===== src/rtl/uart_rb_pkg.sv =====
// Shared types, register offsets and constants for the UART register block.
package uart_rb_pkg;

  // Default receive ring depth in slots; the ring holds one byte less
  localparam int RX_DEPTH_DEF = 16;

  localparam int ADDR_W = 12;
  localparam int DATA_W = 32;
  localparam int BYTE_W = 8;
  localparam int STAT_W = 11;

  // Item command codes
  typedef enum logic [1:0] {
    CMD_READ  = 2'd0,
    CMD_WRITE = 2'd1,
    CMD_RX    = 2'd2,
    CMD_NONE  = 2'd3
  } cmd_t;

  // Register byte offsets
  localparam logic [ADDR_W-1:0] OFS_DATA  = 12'h000;
  localparam logic [ADDR_W-1:0] OFS_FLAG  = 12'h018;
  localparam logic [ADDR_W-1:0] OFS_IBRD  = 12'h024;
  localparam logic [ADDR_W-1:0] OFS_FBRD  = 12'h028;
  localparam logic [ADDR_W-1:0] OFS_LCR   = 12'h02C;
  localparam logic [ADDR_W-1:0] OFS_CTRL  = 12'h030;
  localparam logic [ADDR_W-1:0] OFS_LEVEL = 12'h034;
  localparam logic [ADDR_W-1:0] OFS_MASK  = 12'h038;
  localparam logic [ADDR_W-1:0] OFS_RAW   = 12'h03C;
  localparam logic [ADDR_W-1:0] OFS_MIS   = 12'h040;
  localparam logic [ADDR_W-1:0] OFS_CLEAR = 12'h044;
  localparam logic [ADDR_W-1:0] ID_FIRST  = 12'hFE0;
  localparam logic [ADDR_W-1:0] ID_LAST   = 12'hFFC;

  // Flag and status bits
  localparam logic [BYTE_W-1:0] FLAG_RXFE  = 8'h10;
  localparam logic [BYTE_W-1:0] FLAG_TXFE  = 8'h80;
  localparam logic [STAT_W-1:0] RAW_RX_BIT = 11'h010;

  // Reset values
  localparam logic [15:0] CTRL_RST  = 16'h0301;
  localparam logic [5:0]  LEVEL_RST = 6'h12;

  // One result item
  typedef struct packed {
    logic [DATA_W-1:0] read_data;
    logic              tx_valid;
    logic [BYTE_W-1:0] tx_byte;
    logic              irq_level;
  } result_t;

  // Peripheral identification bytes, one per word
  function automatic logic [BYTE_W-1:0] id_byte(input logic [2:0] idx);
    logic [BYTE_W-1:0] b;
    unique case (idx)
      3'd0: b = 8'h11;
      3'd1: b = 8'h10;
      3'd2: b = 8'h14;
      3'd3: b = 8'h00;
      3'd4: b = 8'h0d;
      3'd5: b = 8'hf0;
      3'd6: b = 8'h05;
      3'd7: b = 8'hb1;
      default: b = 8'h00;
    endcase
    return b;
  endfunction

endpackage


===== src/rtl/uart_rb_regs.sv =====
// Register file, receive ring and result stage of the UART register block.
module uart_rb_regs #(
  parameter int RX_DEPTH = uart_rb_pkg::RX_DEPTH_DEF
) (
  input  logic                         clk,
  input  logic                         rst,
  input  logic                         acc,
  input  logic [1:0]                   cmd,
  input  logic [uart_rb_pkg::ADDR_W-1:0] offset,
  input  logic [uart_rb_pkg::DATA_W-1:0] write_data,
  input  logic [uart_rb_pkg::BYTE_W-1:0] rx_byte,
  input  logic                         s1_take,
  output logic                         s1_valid,
  output uart_rb_pkg::result_t         s1_res
);
  import uart_rb_pkg::*;

  localparam int PTR_W = (RX_DEPTH > 2) ? $clog2(RX_DEPTH) : 1;
  localparam logic [PTR_W-1:0] PTR_LAST = PTR_W'(RX_DEPTH - 1);

  // Receive ring storage
  logic [BYTE_W-1:0] ring [RX_DEPTH];
  logic [BYTE_W-1:0] rd_q;

  logic [PTR_W-1:0] rd_ptr, wr_ptr, rd_inc, wr_inc;
  logic [15:0]       control, baud_int;
  logic [7:0]        line_ctrl;
  logic [5:0]        baud_frac, fifo_level;
  logic [STAT_W-1:0] irq_mask, raw_status, irq_mask_next, raw_status_next;

  logic is_read, is_write, is_rx, ring_empty, ring_full, pop, push;
  logic [DATA_W-1:0] word;

  // Result stage
  logic              s1_pop;
  logic [DATA_W-1:0] s1_word;
  logic              s1_tx_valid;
  logic [BYTE_W-1:0] s1_tx_byte;
  logic              s1_irq;

  // Decode the accepted item
  always_comb begin
    is_read  = acc && (cmd == CMD_READ);
    is_write = acc && (cmd == CMD_WRITE);
    is_rx    = acc && (cmd == CMD_RX);
    rd_inc   = (rd_ptr == PTR_LAST) ? '0 : rd_ptr + 1'b1;
    wr_inc   = (wr_ptr == PTR_LAST) ? '0 : wr_ptr + 1'b1;
    ring_empty = (rd_ptr == wr_ptr);
    ring_full  = (wr_inc == rd_ptr);
    pop  = is_read && (offset == OFS_DATA) && !ring_empty;
    push = is_rx && !ring_full;
  end

  // Select the read word for every register but the popped data
  always_comb begin
    word = '0;
    if (is_read) begin
      unique case (offset)
        OFS_FLAG:  word = DATA_W'(ring_empty ? (FLAG_TXFE | FLAG_RXFE) : FLAG_TXFE);
        OFS_CTRL:  word = DATA_W'(control);
        OFS_LCR:   word = DATA_W'(line_ctrl);
        OFS_IBRD:  word = DATA_W'(baud_int);
        OFS_FBRD:  word = DATA_W'(baud_frac);
        OFS_MASK:  word = DATA_W'(irq_mask);
        OFS_RAW:   word = DATA_W'(raw_status);
        OFS_MIS:   word = DATA_W'(raw_status & irq_mask);
        OFS_LEVEL: word = DATA_W'(fifo_level);
        default: begin
          if (offset >= ID_FIRST && offset <= ID_LAST) begin
            word = DATA_W'(id_byte(offset[4:2]));
          end
        end
      endcase
    end
  end

  // Status and mask after this item
  always_comb begin
    irq_mask_next   = irq_mask;
    raw_status_next = raw_status;
    if (is_write && offset == OFS_MASK) begin
      irq_mask_next = write_data[STAT_W-1:0];
    end
    if (is_write && offset == OFS_CLEAR) begin
      raw_status_next = raw_status & ~write_data[STAT_W-1:0];
    end
    if (push) begin
      raw_status_next = raw_status | RAW_RX_BIT;
    end
  end

  // Ring write and registered ring read
  always_ff @(posedge clk) begin
    if (push) begin
      ring[wr_ptr] <= rx_byte;
    end
    if (acc) begin
      rd_q <= ring[rd_ptr];
    end
  end

  // Update registers and pointers
  always_ff @(posedge clk) begin
    if (rst) begin
      rd_ptr     <= '0;
      wr_ptr     <= '0;
      control    <= CTRL_RST;
      line_ctrl  <= '0;
      baud_int   <= '0;
      baud_frac  <= '0;
      fifo_level <= LEVEL_RST;
      irq_mask   <= '0;
      raw_status <= '0;
    end else begin
      irq_mask   <= irq_mask_next;
      raw_status <= raw_status_next;
      if (pop) begin
        rd_ptr <= rd_inc;
      end
      if (push) begin
        wr_ptr <= wr_inc;
      end
      if (is_write) begin
        unique case (offset)
          OFS_CTRL:  control    <= write_data[15:0];
          OFS_LCR:   line_ctrl  <= write_data[7:0];
          OFS_IBRD:  baud_int   <= write_data[15:0];
          OFS_FBRD:  baud_frac  <= write_data[5:0];
          OFS_LEVEL: fifo_level <= write_data[5:0];
          default: ;
        endcase
      end
    end
  end

  // Advance the result stage
  always_ff @(posedge clk) begin
    if (rst) begin
      s1_valid <= 1'b0;
    end else if (acc) begin
      s1_valid <= 1'b1;
    end else if (s1_take) begin
      s1_valid <= 1'b0;
    end
  end

  always_ff @(posedge clk) begin
    if (acc) begin
      s1_pop      <= pop;
      s1_word     <= word;
      s1_tx_valid <= is_write && (offset == OFS_DATA);
      s1_tx_byte  <= (is_write && offset == OFS_DATA) ? write_data[BYTE_W-1:0] : '0;
      s1_irq      <= |(raw_status_next & irq_mask_next);
    end
  end

  // Merge popped byte into the result
  always_comb begin
    s1_res.read_data = s1_pop ? DATA_W'(rd_q) : s1_word;
    s1_res.tx_valid  = s1_tx_valid;
    s1_res.tx_byte   = s1_tx_byte;
    s1_res.irq_level = s1_irq;
  end

endmodule


===== src/rtl/uart_rb_obuf.sv =====
// Two-entry output buffer that decouples the result stage from the receiver stall.
module uart_rb_obuf (
  input  logic                 clk,
  input  logic                 rst,
  input  logic                 push,
  input  uart_rb_pkg::result_t push_res,
  output logic                 ready,
  output logic                 out_valid,
  input  logic                 out_stall,
  output uart_rb_pkg::result_t out_res
);
  import uart_rb_pkg::*;

  logic    skid_valid;
  result_t skid;
  logic    pop;

  assign pop   = out_valid && !out_stall;
  assign ready = !skid_valid;

  // Hold control state of the two entries
  always_ff @(posedge clk) begin
    if (rst) begin
      out_valid  <= 1'b0;
      skid_valid <= 1'b0;
    end else if (skid_valid) begin
      if (pop) begin
        skid_valid <= 1'b0;
      end
    end else if (push) begin
      if (out_valid && !pop) begin
        skid_valid <= 1'b1;
      end else begin
        out_valid <= 1'b1;
      end
    end else if (pop) begin
      out_valid <= 1'b0;
    end
  end

  // Move payloads
  always_ff @(posedge clk) begin
    if (skid_valid) begin
      if (pop) begin
        out_res <= skid;
      end
    end else if (push) begin
      if (out_valid && !pop) begin
        skid <= push_res;
      end else begin
        out_res <= push_res;
      end
    end
  end

endmodule


===== src/rtl/uart_register_block_rx_fifo.sv =====
// UART register block with a receive ring: top level.
//
// Input channel (in_valid / in_stall) carries one item per cycle while in_stall
// is low: a bus read, a bus write or a received byte (cmd), with offset,
// write_data and rx_byte. Output channel (out_valid / out_stall) returns
// exactly one result item per input item, in order: read_data, tx_valid,
// tx_byte and irq_level. An accepted item passes the result stage (register
// decode and ring read register), then the output register, to out_valid.
// The block takes one item per cycle while in_stall is low; the registers,
// ring pointers, ring write and ring read register update on acceptance.
// The receive ring holds RX_DEPTH-1 bytes; a byte arriving at a full ring is
// dropped. A data read of an empty ring returns zero.
// Reset clears the pointers and registers to their defaults; ring contents
// are not cleared and are never read before written.
// When the receiver stalls, a two-entry output buffer absorbs results;
// in_stall rises only when both buffer entries and the result stage are full.
module uart_register_block_rx_fifo #(
  parameter int RX_DEPTH = uart_rb_pkg::RX_DEPTH_DEF
) (
  input  logic                           clk,
  input  logic                           rst,
  input  logic                           in_valid,
  output logic                           in_stall,
  input  logic [1:0]                     cmd,
  input  logic [uart_rb_pkg::ADDR_W-1:0] offset,
  input  logic [uart_rb_pkg::DATA_W-1:0] write_data,
  input  logic [uart_rb_pkg::BYTE_W-1:0] rx_byte,
  output logic                           out_valid,
  input  logic                           out_stall,
  output logic [uart_rb_pkg::DATA_W-1:0] read_data,
  output logic                           tx_valid,
  output logic [uart_rb_pkg::BYTE_W-1:0] tx_byte,
  output logic                           irq_level
);
  import uart_rb_pkg::*;

  logic    acc, s1_valid, s1_take, obuf_ready;
  result_t s1_res, out_res;

  // Accept an item when the result stage is empty or can drain
  assign in_stall = s1_valid && !obuf_ready;
  assign acc      = in_valid && !in_stall;
  assign s1_take  = s1_valid && obuf_ready;

  uart_rb_regs #(
    .RX_DEPTH(RX_DEPTH)
  ) u_regs (
    .clk       (clk),
    .rst       (rst),
    .acc       (acc),
    .cmd       (cmd),
    .offset    (offset),
    .write_data(write_data),
    .rx_byte   (rx_byte),
    .s1_take   (s1_take),
    .s1_valid  (s1_valid),
    .s1_res    (s1_res)
  );

  uart_rb_obuf u_obuf (
    .clk      (clk),
    .rst      (rst),
    .push     (s1_take),
    .push_res (s1_res),
    .ready    (obuf_ready),
    .out_valid(out_valid),
    .out_stall(out_stall),
    .out_res  (out_res)
  );

  // Drive result ports
  assign read_data = out_res.read_data;
  assign tx_valid  = out_res.tx_valid;
  assign tx_byte   = out_res.tx_byte;
  assign irq_level = out_res.irq_level;

endmodule

===== config.mk =====
export PLATFORM = sky130hd
export DESIGN_NAME = uart_register_block_rx_fifo
export DESIGN_NICKNAME = d
export VERILOG_FILES = /design/src/rtl/uart_rb_pkg.sv /design/src/rtl/uart_rb_regs.sv /design/src/rtl/uart_rb_obuf.sv /design/src/rtl/uart_register_block_rx_fifo.sv
export SDC_FILE = /design/constraint.sdc
export NUM_CORES = 1
export LEC_CHECK = 0
export BUFFER_PORTS_ARGS = -buffer_cell sky130_fd_sc_hd__clkbuf_2
export CAP_MARGIN = 20
export CORE_ASPECT_RATIO = 2
export CORE_UTILIZATION = 35
export DETAILED_ROUTE_END_ITERATION = 10
export GPL_ROUTABILITY_DRIVEN = 0
export PLACE_DENSITY = 0.55
export SYNTH_ARGS = -nofsm -noshare
export SYNTH_HDL_FRONTEND = slang
export SYNTH_SLANG_ARGS = --single-unit
export TNS_END_PERCENT = 50

===== constraint.sdc =====
create_clock -name clk -period 5.7 [get_ports clk]
set_input_delay 0.285 -clock clk [delete_from_list [all_inputs] [get_ports clk]]
set_output_delay 0.285 -clock clk [all_outputs]
set_load 0.01 [all_outputs]

======== After elaboration in Yosys (flattened, before gate mapping) ========
Memory sizes are Yosys's and may differ from the RTL's. A register that Yosys moved wholly into a read port is not among the register bits.
Index checks and enable logic that the tools add are counted.
W data, S select, Z words.
word-level totals
  memories ................................ 2
  bits in latches ......................... 0
  bits in read-only memories .............. 56
  RAM bits ................................ 128
  bits in registers ....................... 212
cells by class
  div/mod/pow operators ................... 0
  eq/ne operators ......................... 19
  reductions and logical operators ........ 35
  shift-type cells ........................ 0
  add/subtract/negate cells ............... 2
  muxes and demuxes ....................... 24
  bitwise operators ....................... 5
  multipliers ............................. 0
  order comparisons ....................... 2
memories
  name              words  bits a word  rd ports  clocked after memory_dff  wr ports  line                RTL
  u_regs.ring       16     8            1         1                         1         uart_rb_regs.sv:22  logic [BYTE_W-1:0] ring [RX_DEPTH];
  (name not given)  8      7            1         0                         0         uart_rb_pkg.sv:55   unique case (idx)
operator list
  kind                    number
  $pmux W32 S9            1
  $mux W42                4
  $eq A12 B6 Y1 const B   7
  $and A11 B11 Y11        3
  $mux W11                3
  $mux W32                1
  $eq A12 B7 Y1 const B   2
  $logic_and A1 B1 Y1     15
  $eq A12 B5 Y1 const B   1
  $ge A12 B12 Y1 const B  1
  $le A12 B12 Y1 const B  1
  $logic_not A12 Y1       1
  $mux W1                 11
  $not A11 Y11            1
  $reduce_or A11 Y1       1
  $reduce_and A2 Y1       5
  $reduce_and A3 Y1       3
  $add A4 B1 Y4 const B   2
  $eq A4 B4 Y1            2
  $eq A4 B4 Y1 const B    2
  $mux W4                 2
  $mux W8                 1
  $logic_not A1 Y1        6
  $reduce_bool A2 Y1      3
  other kinds (7)         8

======== Depth between registers and ports, before layout ========
  word-level depth ........................ 9
  depth in mapped cells ................... 9
  mapped depth without buffers ............ 7

======== By module ========
From an unflattened synthesis, not the netlist that was laid out.
unflattened totals
  cells, all modules ...................... 954
  area, all modules ....................... 13784.5 um^2
modules (own cells, without submodules)
  module                       cells an instance  times used  sequential area each (um^2)  area an instance (um^2)
  uart_rb_regs                 807                1           6556.3                       10516.3
  uart_rb_obuf                 144                1           2562.5                       3238.1
  uart_register_block_rx_fifo  3                  1           0.0                          30.0

======== Worst setup path before layout ========
No wires, ideal clock.
  kind .................................... register to register
  start point ............................. register u_obuf.skid_valid
  end point ............................... register u_obuf.out_res[0] (netlist name)
  period minus slack after synthesis ...... 3.154 ns
  slack ................................... 2.546 ns
  stages on the path, launching flop included .. 4
  data arrival time ....................... 2.705 ns
  path buffers ............................ 1
  data required time ...................... 5.251 ns
  cell sequence ........................... dfxtp_1 > buf_1 > nand2_1 > a21boi_0
on the way
  cells in the longest elaborated chain, start to end .. 4
  elaborated cells on any way between the ends .. 6
  classes of those cells .................. eq/ne: 2; reduce/logical: 4
ends and longest elaborated chain
  element                               line                               RTL
  start, declared                       uart_rb_obuf.sv:14                 logic skid_valid;
  start signal, assigned                uart_rb_obuf.sv:25                 skid_valid <= 1'b0;
  start signal, assigned                uart_rb_obuf.sv:28                 skid_valid <= 1'b0;
  start signal, assigned                uart_rb_obuf.sv:32                 skid_valid <= 1'b1;
  $logic_not A1 Y1                      uart_rb_obuf.sv:19                 assign ready = !skid_valid;
  $logic_and A1 B1 Y1                   uart_register_block_rx_fifo.sv:43  assign s1_take = s1_valid && obuf_ready;
  $reduce_bool A2 Y1 (no source line)   -
  $reduce_and A3 Y1 (no source line) *  -
Mark *: on every way between the ends. The rest lies on a longest branch, timed or not.
A chain may end at the register's enable or synchronous reset.

======== Final worst setup path ========
  start point ............................. register u_obuf.skid_valid
  end point ............................... register u_regs.s1_irq (data pin)
on the way
  cells in the longest elaborated chain, start to end .. 9
  elaborated cells on any way between the ends .. 13
  classes of those cells .................. mux: 3; bitwise: 1; reduce/logical: 9
ends and longest elaborated chain
  element                line                               RTL
  $logic_and A1 B1 Y1 *  uart_register_block_rx_fifo.sv:41  assign in_stall = s1_valid && !obuf_ready;
  $logic_not A1 Y1 *     uart_register_block_rx_fifo.sv:42  assign acc = in_valid && !in_stall;
  $logic_and A1 B1 Y1 *  uart_register_block_rx_fifo.sv:42
  net acc                uart_register_block_rx_fifo.sv:37  logic acc, s1_valid, s1_take, obuf_ready;
  $logic_and A1 B1 Y1    uart_rb_regs.sv:44                 is_write = acc && (cmd == CMD_WRITE);
  $logic_and A1 B1 Y1    uart_rb_regs.sv:84                 if (is_write && offset == OFS_CLEAR) begin
  $mux W11               uart_rb_regs.sv:84
  $mux W11               uart_rb_regs.sv:87                 if (push) begin
  $and A11 B11 Y11 *     uart_rb_regs.sv:153                s1_irq <= |(raw_status_next & irq_mask_next);
  $reduce_or A11 Y1 *    uart_rb_regs.sv:153
  end signal, assigned   uart_rb_regs.sv:153
  end, declared          uart_rb_regs.sv:39                 logic s1_irq;
The timed path passes the listed nets; every way through them passes the cells marked *.

==> results.yml <==
floorplan:
  start_util: 0.358
  die_y_um: 270
  die_area_mm2: 0.0368
  core_mm2: 0.0352
  die_w_um: 136
  ios: 102
  placementRows: 97
route:
  ant_nets: 0
  viasPerCell: 5.25
  drt_iter0_markers: 557
  drt_first_pass_iters: 5
  routedWlPerCell_um: 20.7
  routed_wl_um: 29900
  drc: 0
  vias: 7588
status:
  status: "finished clean"
critical_path:
  crit_top_cell: "buf_4"
  critPathLaunchType: "flip-flop"
  crit_path_max_incr_delay_ns: 0.92
  arrival_ns: 4.27
  endpoint_kind: "flip-flop"
  worstSetupPathType: "flip-flop to flip-flop"
  crit_chain: "buf_4 > a21bo_2 > inv_2 > buf_4 > nand3_2 > nor3_1 > o21ai_1 > a2111oi_2 > nand4_1"
  cp_slowest_cell: "nor3_1"
  crit_path_max_fanout: 37
  critPathRequiredTime_ns: 5.93
logic_synthesis:
  synth-seq-cells: 300
  synth_cell_type_count: 63
  syn_inst: 906
  syn_area_per_cell_um2: 13.9
  yosysTopAreaCell: "edfxtp_1"
  synthTopCellsByArea: "edfxtp_1 51%, dfxtp_1 14%, mux4_2 7.2%, mux2_2 3.8%, nand2_1 2.5%"
  async_flop_share: 0
  ys.flop_type: "edfxtp_1"
  ys_warn_count: 0
  synth-seq-area-share: 0.648
  yosysTopAreaCellShare: 0.513
  synth_edf_count: 215
  syn_area_mm2: 0.0126
timing:
  slew_headroom: 0.288
  hold_ws_ns: 0.0387
  finalCriticalPeriod_ns: 4.04
  max_freq_mhz: 247
  fin_crit_sh: 0.710
  slew_viol_final: 0
  hold_viol_final: 0
  tightestPinTransition_ns: 1.06
  rsz0062_at_grt: "no"
  skew_ns: 0.00795
  finalSetupTns_ns: 0
  finalSetupViolCount: 0
finish:
  final_cell_mix: "215 x edfxtp_1, 84 x dfxtp_1, 83 x nand2_1, 68 x clkbuf_2, 66 x nor2_1"
  drive_above_1_share: 0.233
  antenna-diode-count: 0
  final_common_cell: "edfxtp_1"
  nNetsFinal: 1043
  syn_to_final_growth_pct: 13.6
power:
  power_density_mw_per_mm2: 299
  leakagePower_uw: 0.00468
  max-vdd-ir-drop_mv: 0.252
clock_network:
  cts-htree-levels: 1
  cts_buffer_depth: 3
  cts_inserted_buffers: 26
  cts_setup_buffers: 0
  clk_pin_slew_worst_paths_ns: 0.07
  cts_root_buf: "clkbuf_16"
  cts.sinks: 300
  insertion_delay_ns: 0.56
  cts_tree: "built"
worst_hold_path:
  min-delay-path-class: "input pin to flip-flop"
job:
  cap_violations: 0
placed_design:
  port_buffers: 69
  dp_hpwl_um: 21200
grt:
  grt_max_degree: 86
  grt_pass1_wl_um: 45300
  antenna_found_initial: 2
  grt_overflow: 0
  grtUsageTotal: 0.165
  grt_pass1_vias: 7569
power breakdown:
| group | total [uW] | switching, uW | internal [uW] |
|---|---|---|---|
| logic | 164 | 112 | 52.5 |
| registers | 2370 | 10.1 | 2360 |
| clock network | 1740 | 809 | 936 |
| total | 4280 | 931 | 3350 |
final cells by class:
class | instances | area, um2
multi-input combinational | 539 | 4110
tap | 445 | 557
timing repair buffer | 97 | 578
sequential | 300 | 8160
clock buffer | 28 | 658
clock inverter | 20 | 173
inverter | 16 | 60.1
fill | 3311 | 20900
path summary, 6_finish.rpt:
path / from / endpoint / slack, ns / depth (start not counted)
worst min-delay path: write_data[6] / u_regs.control[6]$_SDFFE_PP0P_ / 0.04 / 3
worst min register to register: u_regs.baud_int[0]$_SDFFE_PP0P_ / u_regs.baud_int[0]$_SDFFE_PP0P_ / 0.45 / 2
worst max-delay path: u_obuf.skid_valid$_SDFF_PP0_ / u_regs.s1_irq$_DFFE_PP_ / 1.66 / 9
worst max register to register: u_obuf.skid_valid$_SDFF_PP0_ / u_regs.s1_irq$_DFFE_PP_ / 1.66 / 9
critical path: cells and delay by family, from the launching register on:
family | cells | cell delay [ns]
AND/OR/NAND/NOR | 3 | 1.65
flip-flops | 1 | 0.30
AO/OA/AOI/OAI | 3 | 1.02
buffers and inverters | 3 | 0.70
cells in the mapped netlist (all sizes together) (18+ instances only):
cell	n
nor2	67
mux2	43
a21oi	51
nor2b	22
mux4	40
o21ai	22
edfxtp	215
clkbuf	37
nand2	84
a22oi	18
dfxtp	85
mux2i	24
buf	29
repair_timing:
action                                  4_1_cts  5_1_grt
gates resized for setup                       0        0
hold endpoints to repair                     15        0
hold buffers                                  9        0
endpoints found under the setup margin        0        0
state kept, by name, indices dropped and copies added (netlist names), 6 cells and up:
signal	cells
u_obuf.out_res	26
u_obuf.skid	26
u_regs.baud_frac	6
u_regs.baud_int	16
u_regs.control	16
u_regs.fifo_level	6
u_regs.irq_mask	11
u_regs.line_ctrl	8
u_regs.raw_status	11
u_regs.rd_q	8
u_regs.ring	128
u_regs.s1_tx_byte	8
u_regs.s1_word	16
cells by family after synthesis:
family	count (synthesis)	synth area share
XOR/XNOR	10	0.00696
adder cells (fa/ha/maj)	5	0.00497
flip-flops	300	0.648
buffers and inverters	82	0.0303
other	1	0.000298
multiplexers	107	0.129
AND/OR/NAND/NOR	250	0.101
AO/OA/AOI/OAI	151	0.0791
stage by stage:
step | setup WS (ns) | instances | util | total power, uW | area (um2)
floorplan | 2.55 | 921 | - | 2510 | 12600
global placement | 1.65 | 1388 | 0.380 | 2580 | 13400
detailed placement | 1.63 | 1388 | 0.380 | 2580 | 13400
CTS | 1.62 | 1445 | 0.406 | 4340 | 14300
global route | 1.46 | 1445 | 0.406 | 4420 | 14300
finish | 1.66 | 1445 | 0.406 | 4280 | 14300
per-layer routing:
layer,routed length (um),GRT usage
met4,1590,0.0927
met1,10200,0.173
met3,1500,0.0240
met2,16500,0.307
met5,24,0
Power figures use the tool's default switching activity.
